$ cat src/design/spq_pkg.sv
// Shared types and constants for the sorted priority queue.
`default_nettype none
package spq_pkg;

  localparam int unsigned DEPTH_DEFAULT = 8;
  localparam int unsigned DATA_W        = 16;
  localparam int unsigned PRIO_W        = 8;
  localparam int unsigned COUNT_W       = 4;

  localparam logic FUNC_INSERT = 1'b0;
  localparam logic FUNC_REMOVE = 1'b1;

  typedef enum logic [1:0] {
    ST_DONE  = 2'd0,
    ST_FULL  = 2'd1,
    ST_ZERO  = 2'd2,
    ST_EMPTY = 2'd3
  } status_t;

  typedef enum logic [2:0] {
    S_IDLE,
    S_INS_RD,
    S_INS_CMP,
    S_POP_RD,
    S_POP_MOV,
    S_HEAD_RD,
    S_HEAD_WAIT
  } state_t;

  typedef struct packed {
    logic [DATA_W-1:0] word;
    logic [PRIO_W-1:0] rank;
  } entry_t;

  typedef struct packed {
    status_t            status;
    logic [DATA_W-1:0]  head_data;
    logic [PRIO_W-1:0]  head_priority;
    logic [COUNT_W-1:0] entry_count;
  } result_t;

endpackage
`default_nettype wire

$ cat src/design/spq_if.sv
// Valid/ready channel interfaces for the queue's operation and result streams.
`default_nettype none
interface spq_in_if;
  logic                       valid;
  logic                       ready;
  logic                       func;
  logic [spq_pkg::DATA_W-1:0] item_data;
  logic [spq_pkg::PRIO_W-1:0] item_priority;

  modport source (output valid, func, item_data, item_priority, input ready);
  modport sink   (input valid, func, item_data, item_priority, output ready);
endinterface

interface spq_out_if;
  logic                        valid;
  logic                        ready;
  logic [1:0]                  status;
  logic [spq_pkg::DATA_W-1:0]  head_data;
  logic [spq_pkg::PRIO_W-1:0]  head_priority;
  logic [spq_pkg::COUNT_W-1:0] entry_count;

  modport source (output valid, status, head_data, head_priority, entry_count, input ready);
  modport sink   (input valid, status, head_data, head_priority, entry_count, output ready);
endinterface
`default_nettype wire

$ cat src/design/spq_store.sv
// Entry memory: one write port and one registered read port.
`default_nettype none
module spq_store #(
  parameter int unsigned DEPTH = spq_pkg::DEPTH_DEFAULT,
  localparam int unsigned AW   = (DEPTH > 1) ? $clog2(DEPTH) : 1
) (
  input  wire logic            clk,
  input  wire logic            wr_en,
  input  wire logic [AW-1:0]   wr_addr,
  input  wire spq_pkg::entry_t wr_data,
  input  wire logic            rd_en,
  input  wire logic [AW-1:0]   rd_addr,
  output spq_pkg::entry_t      rd_data_r
);

  spq_pkg::entry_t mem [DEPTH];

  always_ff @(posedge clk) begin
    if (wr_en) begin
      mem[wr_addr] <= wr_data;
    end
  end

  always_ff @(posedge clk) begin
    if (rd_en) begin
      rd_data_r <= mem[rd_addr];
    end
  end

endmodule
`default_nettype wire

$ cat src/design/spq_ctrl.sv
// Sequencer that walks the entry memory one slot per step with a shared rank compare.
`default_nettype none
module spq_ctrl #(
  parameter int unsigned DEPTH = spq_pkg::DEPTH_DEFAULT,
  localparam int unsigned AW   = (DEPTH > 1) ? $clog2(DEPTH) : 1,
  localparam int unsigned CW   = $clog2(DEPTH + 1)
) (
  input  wire logic                       clk,
  input  wire logic                       rst_n,
  input  wire logic                       in_valid,
  output logic                            in_ready,
  input  wire logic                       in_func,
  input  wire logic [spq_pkg::DATA_W-1:0] in_data,
  input  wire logic [spq_pkg::PRIO_W-1:0] in_prio,
  input  wire logic                       res_free,
  output logic                            res_load,
  output spq_pkg::result_t                res,
  output logic                            wr_en,
  output logic [AW-1:0]                   wr_addr,
  output spq_pkg::entry_t                 wr_data,
  output logic                            rd_en,
  output logic [AW-1:0]                   rd_addr,
  input  wire spq_pkg::entry_t            rd_data
);

  spq_pkg::state_t  state_r, state_nxt;
  logic [CW-1:0]    cnt_r, cnt_nxt;
  logic [CW-1:0]    k_r, k_nxt;
  spq_pkg::entry_t  new_r, new_nxt;
  spq_pkg::status_t status_r, status_nxt;
  logic             rank_lower;
  logic [CW+3:0]    cnt_ext;

  assign rank_lower = rd_data.rank < new_r.rank;
  assign cnt_ext    = {4'd0, cnt_r};

  always_ff @(posedge clk) begin
    if (!rst_n) begin
      state_r <= spq_pkg::S_IDLE;
      cnt_r   <= '0;
    end else begin
      state_r <= state_nxt;
      cnt_r   <= cnt_nxt;
    end
  end

  always_ff @(posedge clk) begin
    k_r      <= k_nxt;
    new_r    <= new_nxt;
    status_r <= status_nxt;
  end

  always_comb begin
    state_nxt  = state_r;
    cnt_nxt    = cnt_r;
    k_nxt      = k_r;
    new_nxt    = new_r;
    status_nxt = status_r;
    in_ready   = 1'b0;
    res_load   = 1'b0;
    wr_en      = 1'b0;
    wr_addr    = k_r[AW-1:0];
    wr_data    = new_r;
    rd_en      = 1'b0;
    rd_addr    = AW'(k_r - CW'(1));
    res.status        = status_r;
    res.head_data     = (cnt_r != '0) ? rd_data.word : '0;
    res.head_priority = (cnt_r != '0) ? rd_data.rank : '0;
    res.entry_count   = cnt_ext[spq_pkg::COUNT_W-1:0];

    case (state_r)
      spq_pkg::S_IDLE: begin
        in_ready = 1'b1;
        if (in_valid) begin
          new_nxt.word = in_data;
          new_nxt.rank = in_prio;
          status_nxt   = spq_pkg::ST_DONE;
          if (in_func == spq_pkg::FUNC_INSERT) begin
            if (in_prio == '0) begin
              status_nxt = spq_pkg::ST_ZERO;
              state_nxt  = spq_pkg::S_HEAD_RD;
            end else if (cnt_r >= CW'(DEPTH)) begin
              status_nxt = spq_pkg::ST_FULL;
              state_nxt  = spq_pkg::S_HEAD_RD;
            end else begin
              k_nxt     = cnt_r;
              state_nxt = spq_pkg::S_INS_RD;
            end
          end else begin
            if (cnt_r == '0) begin
              status_nxt = spq_pkg::ST_EMPTY;
              state_nxt  = spq_pkg::S_HEAD_RD;
            end else begin
              k_nxt     = CW'(1);
              state_nxt = spq_pkg::S_POP_RD;
            end
          end
        end
      end
      spq_pkg::S_INS_RD: begin
        if (k_r == '0) begin
          wr_en     = 1'b1;
          cnt_nxt   = cnt_r + CW'(1);
          state_nxt = spq_pkg::S_HEAD_RD;
        end else begin
          rd_en     = 1'b1;
          state_nxt = spq_pkg::S_INS_CMP;
        end
      end
      spq_pkg::S_INS_CMP: begin
        wr_en = 1'b1;
        if (rank_lower) begin
          wr_data   = rd_data;
          k_nxt     = k_r - CW'(1);
          state_nxt = spq_pkg::S_INS_RD;
        end else begin
          cnt_nxt   = cnt_r + CW'(1);
          state_nxt = spq_pkg::S_HEAD_RD;
        end
      end
      spq_pkg::S_POP_RD: begin
        if (k_r >= cnt_r) begin
          cnt_nxt   = cnt_r - CW'(1);
          state_nxt = spq_pkg::S_HEAD_RD;
        end else begin
          rd_en     = 1'b1;
          rd_addr   = k_r[AW-1:0];
          state_nxt = spq_pkg::S_POP_MOV;
        end
      end
      spq_pkg::S_POP_MOV: begin
        wr_en     = 1'b1;
        wr_addr   = AW'(k_r - CW'(1));
        wr_data   = rd_data;
        k_nxt     = k_r + CW'(1);
        state_nxt = spq_pkg::S_POP_RD;
      end
      spq_pkg::S_HEAD_RD: begin
        rd_en     = 1'b1;
        rd_addr   = '0;
        state_nxt = spq_pkg::S_HEAD_WAIT;
      end
      spq_pkg::S_HEAD_WAIT: begin
        if (res_free) begin
          res_load  = 1'b1;
          state_nxt = spq_pkg::S_IDLE;
        end
      end
      default: begin
        state_nxt = spq_pkg::S_IDLE;
      end
    endcase
  end

endmodule
`default_nettype wire

$ cat src/design/sorted_priority_queue.sv
// Top level of the sorted priority queue: sequencer, entry memory and result register.
//
// Usage: each transfer on in_ch is one operation. func = insert places
// item_data with item_priority behind all entries of equal or higher
// priority; func = remove drops the head entry. Every operation yields one
// transfer on out_ch carrying the status, the head entry after the
// operation (zero when empty) and the entry count.
// Timing: one operation at a time. An insert moves entries one by one
// from the tail toward the head until it finds its slot; a remove moves
// every entry after the head up by one; a rejected operation only reads
// the head. The memory has one write port and one read port, and each
// moved entry is read and then written back one slot over.
// in_ch.ready is high only while the sequencer is idle.
// Reset: the queue is empty, no result is pending, in_ch is ready.
// Stall: a finished result sits in the output register while out_ch.ready
// is low; the next operation is still taken and waits at its final step
// until the register frees.
`default_nettype none
module sorted_priority_queue #(
  parameter int unsigned DEPTH = spq_pkg::DEPTH_DEFAULT
) (
  input  wire logic  clk,
  input  wire logic  rst_n,
  spq_in_if.sink     in_ch,
  spq_out_if.source  out_ch
);

  localparam int unsigned AW = (DEPTH > 1) ? $clog2(DEPTH) : 1;

  logic             wr_en;
  logic [AW-1:0]    wr_addr;
  spq_pkg::entry_t  wr_data;
  logic             rd_en;
  logic [AW-1:0]    rd_addr;
  spq_pkg::entry_t  rd_data;
  logic             res_free;
  logic             res_load;
  spq_pkg::result_t res;
  logic             out_valid_r;
  spq_pkg::result_t out_res_r;

  assign res_free = !out_valid_r || out_ch.ready;

  spq_ctrl #(.DEPTH(DEPTH)) u_ctrl (
    .clk      (clk),
    .rst_n    (rst_n),
    .in_valid (in_ch.valid),
    .in_ready (in_ch.ready),
    .in_func  (in_ch.func),
    .in_data  (in_ch.item_data),
    .in_prio  (in_ch.item_priority),
    .res_free (res_free),
    .res_load (res_load),
    .res      (res),
    .wr_en    (wr_en),
    .wr_addr  (wr_addr),
    .wr_data  (wr_data),
    .rd_en    (rd_en),
    .rd_addr  (rd_addr),
    .rd_data  (rd_data)
  );

  spq_store #(.DEPTH(DEPTH)) u_store (
    .clk       (clk),
    .wr_en     (wr_en),
    .wr_addr   (wr_addr),
    .wr_data   (wr_data),
    .rd_en     (rd_en),
    .rd_addr   (rd_addr),
    .rd_data_r (rd_data)
  );

  always_ff @(posedge clk) begin
    if (!rst_n) begin
      out_valid_r <= 1'b0;
    end else if (res_load) begin
      out_valid_r <= 1'b1;
    end else if (out_ch.ready) begin
      out_valid_r <= 1'b0;
    end
  end

  always_ff @(posedge clk) begin
    if (res_load) begin
      out_res_r <= res;
    end
  end

  assign out_ch.valid         = out_valid_r;
  assign out_ch.status        = out_res_r.status;
  assign out_ch.head_data     = out_res_r.head_data;
  assign out_ch.head_priority = out_res_r.head_priority;
  assign out_ch.entry_count   = out_res_r.entry_count;

endmodule
`default_nettype wire

$ cat src/flat_wrapper.sv
// flat-port wrapper written by rule: the top's interface ports become plain ports
module sorted_priority_queue_flat 
#(
  parameter int unsigned DEPTH = spq_pkg::DEPTH_DEFAULT
)
  (clk, rst_n, in_ch_valid, in_ch_func, in_ch_item_data, in_ch_item_priority, in_ch_ready, out_ch_valid, out_ch_status, out_ch_head_data, out_ch_head_priority, out_ch_entry_count, out_ch_ready);
  spq_in_if in_ch_i ();
  spq_out_if out_ch_i ();
  input  wire logic clk;
  input  wire logic rst_n;
  input wire logic [$bits(in_ch_i.valid)-1:0] in_ch_valid;
  input wire logic [$bits(in_ch_i.func)-1:0] in_ch_func;
  input wire logic [$bits(in_ch_i.item_data)-1:0] in_ch_item_data;
  input wire logic [$bits(in_ch_i.item_priority)-1:0] in_ch_item_priority;
  output wire logic [$bits(in_ch_i.ready)-1:0] in_ch_ready;
  output wire logic [$bits(out_ch_i.valid)-1:0] out_ch_valid;
  output wire logic [$bits(out_ch_i.status)-1:0] out_ch_status;
  output wire logic [$bits(out_ch_i.head_data)-1:0] out_ch_head_data;
  output wire logic [$bits(out_ch_i.head_priority)-1:0] out_ch_head_priority;
  output wire logic [$bits(out_ch_i.entry_count)-1:0] out_ch_entry_count;
  input wire logic [$bits(out_ch_i.ready)-1:0] out_ch_ready;
  assign in_ch_i.valid = in_ch_valid;
  assign in_ch_i.func = in_ch_func;
  assign in_ch_i.item_data = in_ch_item_data;
  assign in_ch_i.item_priority = in_ch_item_priority;
  assign in_ch_ready = in_ch_i.ready;
  assign out_ch_valid = out_ch_i.valid;
  assign out_ch_status = out_ch_i.status;
  assign out_ch_head_data = out_ch_i.head_data;
  assign out_ch_head_priority = out_ch_i.head_priority;
  assign out_ch_entry_count = out_ch_i.entry_count;
  assign out_ch_i.ready = out_ch_ready;
  sorted_priority_queue #(.DEPTH(DEPTH)) u_core (.clk(clk), .rst_n(rst_n), .in_ch(in_ch_i), .out_ch(out_ch_i));
endmodule
$ cat config.mk
export PLATFORM = sky130hd
export DESIGN_NAME = sorted_priority_queue_flat
export DESIGN_NICKNAME = d
export VERILOG_FILES = /design/src/design/spq_pkg.sv /design/src/design/spq_if.sv /design/src/design/spq_store.sv /design/src/design/spq_ctrl.sv /design/src/design/sorted_priority_queue.sv /design/src/flat_wrapper.sv
export SDC_FILE = /design/constraint.sdc
export NUM_CORES = 1
export LEC_CHECK = 0
export ABC_AREA = 0
export BUFFER_PORTS_ARGS = -buffer_cell sky130_fd_sc_hd__buf_2
export CAP_MARGIN = 5
export CELL_PAD_IN_SITES_DETAIL_PLACEMENT = 2
export CELL_PAD_IN_SITES_GLOBAL_PLACEMENT = 2
export CORE_UTILIZATION = 29
export CTS_CLUSTER_DIAMETER = 60
export DETAILED_ROUTE_END_ITERATION = 8
export GPL_TIMING_DRIVEN = 0
export PLACE_DENSITY = 0.66
export SETUP_SLACK_MARGIN = 0.1
export SLEW_MARGIN = 20
export SYNTH_ARGS = -nofsm -noshare
export SYNTH_HDL_FRONTEND = slang
export SYNTH_SLANG_ARGS = --single-unit
$ cat constraint.sdc
create_clock -name clk -period 4.4 [get_ports clk]
set_input_delay 0 -clock clk [delete_from_list [all_inputs] [get_ports clk]]
set_output_delay 0 -clock clk [all_outputs]
set_load 0.005 [all_outputs]
==> flow_summary.ini, run 1 <==
[timing]
fmax_mhz = 244.5
tightest_slew_ps = 1101
whs_ps = 182.3
rsz0062_at_grt = false
finalSetupViolCount = 0
min_period_over_period_pct = 92.96
min_period_ps = 4090
skew_ps = 28.49
maxSlewViolCount = 0
slew-limit-headroom_pct = 26.58
finalHoldViolCount = 0
worst_slack_ps = 309.7

[drt]
vias = 6504
wl_per_cell_um = 23.24
drc = 0
drt-pass1-iter-count = 4
drt_iter0_drc = 345
drt_wl_total_um = 31590
viasPerCell = 4.786
ant_nets = 0

[synthesis]
synth_compound_area_share_pct = 6.301
synth_xor_xnor_area_share_pct = 0.4579
ys_top_cells_by_area = edfxtp_1, mux2_2, mux2i_1
synth_flop_cell = edfxtp_1
ys_ff_latch = 284
ys_types = 53
synth_top_cell_area_share_pct = 72.21
synthAdderAreaFrac_pct = 1.919
synth_edf_count = 276
syn-num-nets = 724
synth-simple-area-share_pct = 4.415
synth_top_family_by_area = multiplexers
synth-async-reset-ratio_pct = 0
yosys.area.top_type = edfxtp_1
syn_avg_cell_area_um2 = 16.93
synthCells = 678
muxShareOfSynthArea_pct = 11.56
ys_seq_area_share_pct = 73.61
synth_area_mm2 = 0.01148
yosys_warnings = 0

[clock_tree]
numCtsBuffers = 34
cts_tree = built
clk_latency_ps = 530
max-clock-path-buffers = 3
cts_root_buffer = clkbuf_16
cts.sinks = 284
cts_setup_buffers = 0
cts.clk_slew.worst_paths_ps = 60
h-tree-depth = 2

[final_layout]
final_cell_mix = edfxtp_1, buf_2, mux2_2
n_antenna_cell = 0
final_common_cell = edfxtp_1
multi_input_area_mm2 = 0.002918
drive_gt1_share_pct = 24.85
area_growth_pct = 23.49
nets = 863
fillCellCount = 3811
seq_area_mm2 = 0.008448

[status]
outcome = finished clean

[critical_path]
rrSetupSlack_ps = 310
path_delay_family = compound AO/OA/AOI/OAI gates
worstPathCellList = inv_1 -> ha_1 -> or3b_1 -> a211oi_4 -> mux2_2 -> a21oi_1 -> clkbuf_1 -> a221oi_1
crit_path_max_incr_delay_ps = 600
slowest_stage = clkbuf_1
path_class = flip-flop to flip-flop
rr_endpoint = u_core.u_store.rd_data_r[3]$_DFFE_PP_
rr_startpoint = u_core.u_ctrl.k_r[0]$_DFFE_PP_
critPathBufInv = 2
worstPathArrival_ps = 4300
reg2reg_depth = 8
cp-start-kind = flip-flop
end_kind = flip-flop
cp_data_required_time_ps = 4610
path_max_fanout = 10

[place]
port_buffers = 60
dp_slack_ps = 299.7
gp_congestion = 0.7687
dp_hpwl_um = 20210

[power]
power.share.sequential_pct = 37.4
power_density_mw_per_mm2 = 813.5
peakVddDrop_mv = 0.2543
swShare_pct = 36.56
leakage_nw = 4.856
p_int_mw = 7.315
combPwrFrac_pct = 38.5
p_switching_mw = 4.216
clkPwrFrac_pct = 24.1

[job]
drv_cap = 0

[floorplanning]
start_util_pct = 29.56
die_area_mm2 = 0.04038
fp.dieW_um = 200.9
die_y_um = 200.9
core_area_mm2 = 0.03883
io_pins = 61
row_count = 72

[min_path]
hold_path_class = input pin to flip-flop
min_from = in_ch_item_data[6]
whs_path_depth = 2
holdPathEnd = u_core.u_ctrl.new_r[14]$_DFFE_PP_

[global_route]
track_usage_pct = 15.87
grt_overflow = 0
grt_pass1_vias = 7298
antenna_found_initial = 0
grt_max_degree = 19
grt_pass1_wl_um = 47540
[cells by family after synthesis]
kind of cell	after synthesis
flops	284
buf+inv	47
simple gates	100
xor+xnor	6
fa+ha+maj	17
mux	123
compound gates	101
[cell type report]
| type | count | area share (%) |
|---|---|---|
| flip-flops and latches | 284 | 59.60 |
| multi-input cells | 347 | 20.59 |
| repair buffers | 103 | 6.206 |
| clock buffers | 38 | 6.109 |
| well taps | 518 | 4.573 |
| clock inverters | 22 | 1.501 |
| plain buffers | 27 | 0.8916 |
| inverters | 20 | 0.5297 |
[registers in the layout, summed over array words and instances, names as in the netlist]
register and cells:
u_core.u_ctrl.k_r 4, u_core.out_ch.status 2, u_core.out_ch.entry_count 4, u_core.u_ctrl.cnt_r 4, u_core.u_ctrl.state_r 3, u_core.out_ch.head_priority 8
u_core.u_store.rd_data_r 24, u_core.u_store.mem 192, u_core.out_ch.head_data 16, u_core.out_ch.valid 1, u_core.u_ctrl.new_r 24, u_core.u_ctrl.status_r 2
[stage by stage]
step / total power [mW] / std cells / cell area (µm²) / util (%) / TNS, ps
finish: 11.53 / 1359 / 14170 / 36.50 / 0
global route: 12.12 / 1359 / 14170 / 36.50 / 0
CTS: 11.72 / 1359 / 14160 / 36.48 / 0
detailed placement: 8.833 / 1271 / 12800 / 32.98 / 0
global placement: 8.427 / 1256 / 12430 / 32.00 / -49010
floorplan: 7.044 / 678 / 11480 / - / 0
[repair_timing]
action	CTS	global route
resized for setup	0	3
setup endpoints to repair	0	1
hold endpoints to repair	35	0
hold buffers	28	0
[power by group through the flow]
| stage | logic (mW) | clock network [mW] | registers [mW] |
|---|---|---|---|
| 5_1_grt | 4.84 | 2.91 | 4.37 |
| 3_3_place_gp | 4.06 | 0 | 4.36 |
| 2_1_floorplan | 2.79 | 0 | 4.26 |
| 3_5_place_dp | 4.47 | 0 | 4.37 |
| 6_report | 4.44 | 2.77 | 4.31 |
| 4_1_cts | 4.55 | 2.84 | 4.33 |
[Yosys cell counts, types with 2 or more instances]
cell type	number
nor2_1	29
xnor2_1	4
nor2b_1	26
nand2_1	13
mux2i_1	49
nand2b_1	2
a21oi_1	15
a221oi_1	23
o211ai_1	2
ha_1	16
xor2_1	2
nor4_1	3
mux2_1	21
mux2_2	52
o22ai_1	25
o221ai_1	3
dfxtp_1	8
a211oi_1	2
clkinv_1	2
clkbuf_1	10
edfxtp_1	276
a21o_1	4
buf_2	16
o21ai_0	9
nor3_1	8
and3_1	2
a22oi_1	2
and2_1	3
nand3_1	9
inv_1	18
a31oi_1	2
[per-layer routing]
| layer | routed length, µm | share of wire (%) | global-route usage [%] |
|---|---|---|---|
| met1 | 13700 | 43 | 20.07 |
| met2 | 16230 | 51 | 28.19 |
| met3 | 974 | 3.1 | 2.094 |
| met4 | 680 | 2.2 | 4.553 |
| met5 | 0 | 0 | 0 |
[worst max path at each step]
| stage | from | end | slack [ps] | depth (start not counted) |
|---|---|---|---|---|
| floorplan | u_core.u_ctrl.state_r[2]$_SDFFE_PN0P_ | u_core.out_ch.entry_count[0]$_DFFE_PP_ | 1070 | 4 |
| global placement | u_core.u_ctrl.state_r[2]$_SDFFE_PN0P_ | u_core.out_ch.head_data[7]$_SDFFCE_PP0P_ | -1370 | 4 |
| detailed placement | u_core.u_ctrl.k_r[0]$_DFFE_PP_ | u_core.u_store.rd_data_r[12]$_DFFE_PP_ | 300 | 8 |
| CTS | u_core.u_ctrl.k_r[0]$_DFFE_PP_ | u_core.u_store.rd_data_r[3]$_DFFE_PP_ | 280 | 9 |
| global route | u_core.u_ctrl.k_r[0]$_DFFE_PP_ | u_core.u_store.rd_data_r[3]$_DFFE_PP_ | 100 | 8 |
| finish | u_core.u_ctrl.k_r[0]$_DFFE_PP_ | u_core.u_store.rd_data_r[3]$_DFFE_PP_ | 310 | 8 |
[worst reg2reg max path, cell delays in order (launching register included)]
cell      delay, ps
edfxtp_1        480
inv_1           210
ha_1            250
or3b_1          440
a211oi_4        550
mux2_2          420
a21oi_1         550
clkbuf_1        600
a221oi_1        280
(Power assumes the default switching activity.)
==> run 2, diff against run 1 <==
PLACE_DENSITY = 0.65   (was 0.66)
SYNTH_HIERARCHICAL = 1   (was unset)
==> run 2 against run 1 <==
  * Total power is 2.5% lower
  * Routed wire length shrank 11%
  * Global-route usage down 1.6 points
  * Clock skew down 13 ps
  * Critical path depth up 2
  * Clock power fell by 5%
  * Utilization is 0.092 points lower
==> flow_summary.ini, run 2 <==
[final_layout]
largest-register = u_core/u_store/mem
largest_register_ffs = 192
final_cell_mix = edfxtp_1, buf_2, mux4_2
area_growth_pct = 22.69
reg_top3 = u_core/u_store/mem: 192 flops, u_core/u_ctrl/new_r: 24 flops, u_core/u_store/rd_data_r: 24 flops
drive_gt1_share_pct = 33.33
final_common_cell = edfxtp_1
final_core_util_pct = 36.41
n_antenna_cell = 0
fillCellCount = 3836
nets = 790
final_area_mm2 = 0.01424

[drt]
drt-pass1-iter-count = 4
drc = 0
ant_nets = 0
viasPerCell = 4.630
vias = 5954
wl_per_cell_um = 21.97
drt_iter0_drc = 305
drt_wl_total_um = 28260

[synthesis]
syn_avg_cell_area_um2 = 19.34
yosys.area.top_type = edfxtp_1
synth_top_cell_area_share_pct = 71.43
synth_edf_count = 276
synth-async-reset-ratio_pct = 0
ys_ff_latch = 284
ys_types = 56
synth.most_common_cell = edfxtp_1
yosys_warnings = 6
synth_flop_cell = edfxtp_1
synth_area_mm2 = 0.01160
synth_commonest_cells = edfxtp_1, mux4_2, mux2_4
ys_seq_area_share_pct = 72.81
syn-num-nets = 646
synthCells = 600
ys_top_cells_by_area = edfxtp_1, mux4_2, mux2_4

[clock_tree]
max-clock-path-buffers = 3
cts_setup_buffers = 0
numCtsBuffers = 34
h-tree-depth = 2
clk_latency_ps = 510
cts.sinks = 284
cts.clk_slew.worst_paths_ps = 60
cts_root_buffer = clkbuf_16
cts_tree = built

[place]
port_buffers = 60
place_area_mm2 = 0.01289
dp_hpwl_um = 19400
gp_congestion = 0.7087

[critical_path]
crit_path_start = u_core/u_ctrl/k_r[0]$_DFFE_PP_
path_class = flip-flop to flip-flop
rr_endpoint = u_core/u_store/rd_data_r[16]$_DFFE_PP_
end_kind = flip-flop
cp-start-kind = flip-flop
worstPathArrival_ps = 4250
path_max_fanout = 10
rr_startpoint = u_core/u_ctrl/k_r[0]$_DFFE_PP_
rrSetupSlack_ps = 410
reg2reg_depth = 10
cp_data_required_time_ps = 4660

[power]
leakage_nw = 4.877
peakVddDrop_mv = 0.4215
power_mw = 11.24
power_density_mw_per_mm2 = 789.8

[global_route]
grt_max_degree = 27
grt_pass1_vias = 6651
track_usage_pct = 14.23
antenna_found_initial = 0
grt_pass1_wl_um = 42980
grt_overflow = 0

[floorplanning]
core_area_mm2 = 0.03910
io_pins = 61
row_count = 72
start_util_pct = 29.68
die_area_mm2 = 0.04082
die_y_um = 202.0
fp.dieW_um = 202.0

[min_path]
min_from = in_ch_item_data[11]
hold_path_class = input pin to flip-flop
holdPathEnd = u_core/u_ctrl/new_r[19]$_DFFE_PP_
whs_path_depth = 2

[timing]
rsz0062_at_grt = false
min_period_over_period_pct = 90.63
min_period_ps = 3988
maxSlewViolCount = 0
finalSetupViolCount = 0
tns_ps = 0
finalHoldViolCount = 0
tightest_slew_ps = 1044
fmax_mhz = 250.8
skew_ps = 15.71
slew-limit-headroom_pct = 29.77

[status]
outcome = finished clean

[job]
drv_cap = 0
[run 2: routing by layer]
layer  GRT usage (%)  vias to the layer above  wire (µm)
met5               0                        -          0
met4           4.113                        0        662
met3           2.161                       46       1180
met2           23.75                      129      13850
met1           19.16                     3092      12560
li1                -                     2687          -
[run 2: final cells by class]
cell class	instances	area, µm²	share of cell area, %
multi-input combinational	274	3003	21.09
timing repair buffer	108	863.3	6.064
sequential	284	8448	59.34
tap	518	648.1	4.553
clock buffer	43	905.9	6.363
clock inverter	17	138.9	0.9756
inverter	20	75.07	0.5273
buffer	22	153.9	1.081
[run 2: cell families after synthesis]
logic type	synth area share [%]
buf+inv	1.909
simple gates	4.863
flops	72.81
xor+xnor	0.3019
compound gates	3.073
mux	15.15
fa+ha+maj	1.898
[run 2: repair_timing]
item / CTS / global route
setup endpoints to repair: 0 / 16
hold endpoints to repair: 35 / 0
hold buffers: 29 / 0
gates resized for setup: 0 / 7
[run 2: where the power goes]
group,switching (mW),internal (mW),leakage [nW]
Clock,1.09,1.53,0.507
Sequential,0.254,4.12,2.58
Combinational,2.37,1.88,1.79
Total,3.71,7.53,4.88
[run 2: metrics by stage]
step / instances / setup WS (ps) / hold WS, ps
floorplan: 600 / 799.5 / 98.87
global placement: 1178 / -1510 / 179.2
detailed placement: 1197 / 273.6 / 178.4
CTS: 1286 / 232.6 / 170.4
global route: 1286 / 88.20 / 192.3
finish: 1286 / 412.2 / 194.6
[run 2: worst max-delay path, cell delays in order, from the launching register on]
cell       delay [ps]
edfxtp_1          450
inv_1             250
ha_1              280
nand2b_1          130
a2111oi_0         400
a21oi_1           190
nand2b_1          310
mux2i_1           420
buf_2             450
mux4_2            570
mux2_4            290
[run 2: worst max-delay path by stage]
stage | cells after the start | slack (ps) | end
finish | 10 | 410 | u_core/u_store/rd_data_r[16]$_DFFE_PP_
global route | 10 | 90 | u_core/u_store/rd_data_r[16]$_DFFE_PP_
CTS | 10 | 230 | u_core/u_store/rd_data_r[14]$_DFFE_PP_
detailed placement | 10 | 270 | u_core/u_store/rd_data_r[21]$_DFFE_PP_
global placement | 5 | -1510 | u_core/out_ch.valid$_SDFFE_PN0P_
floorplan | 8 | 800 | u_core/u_store/mem[0][0]$_DFFE_PP_
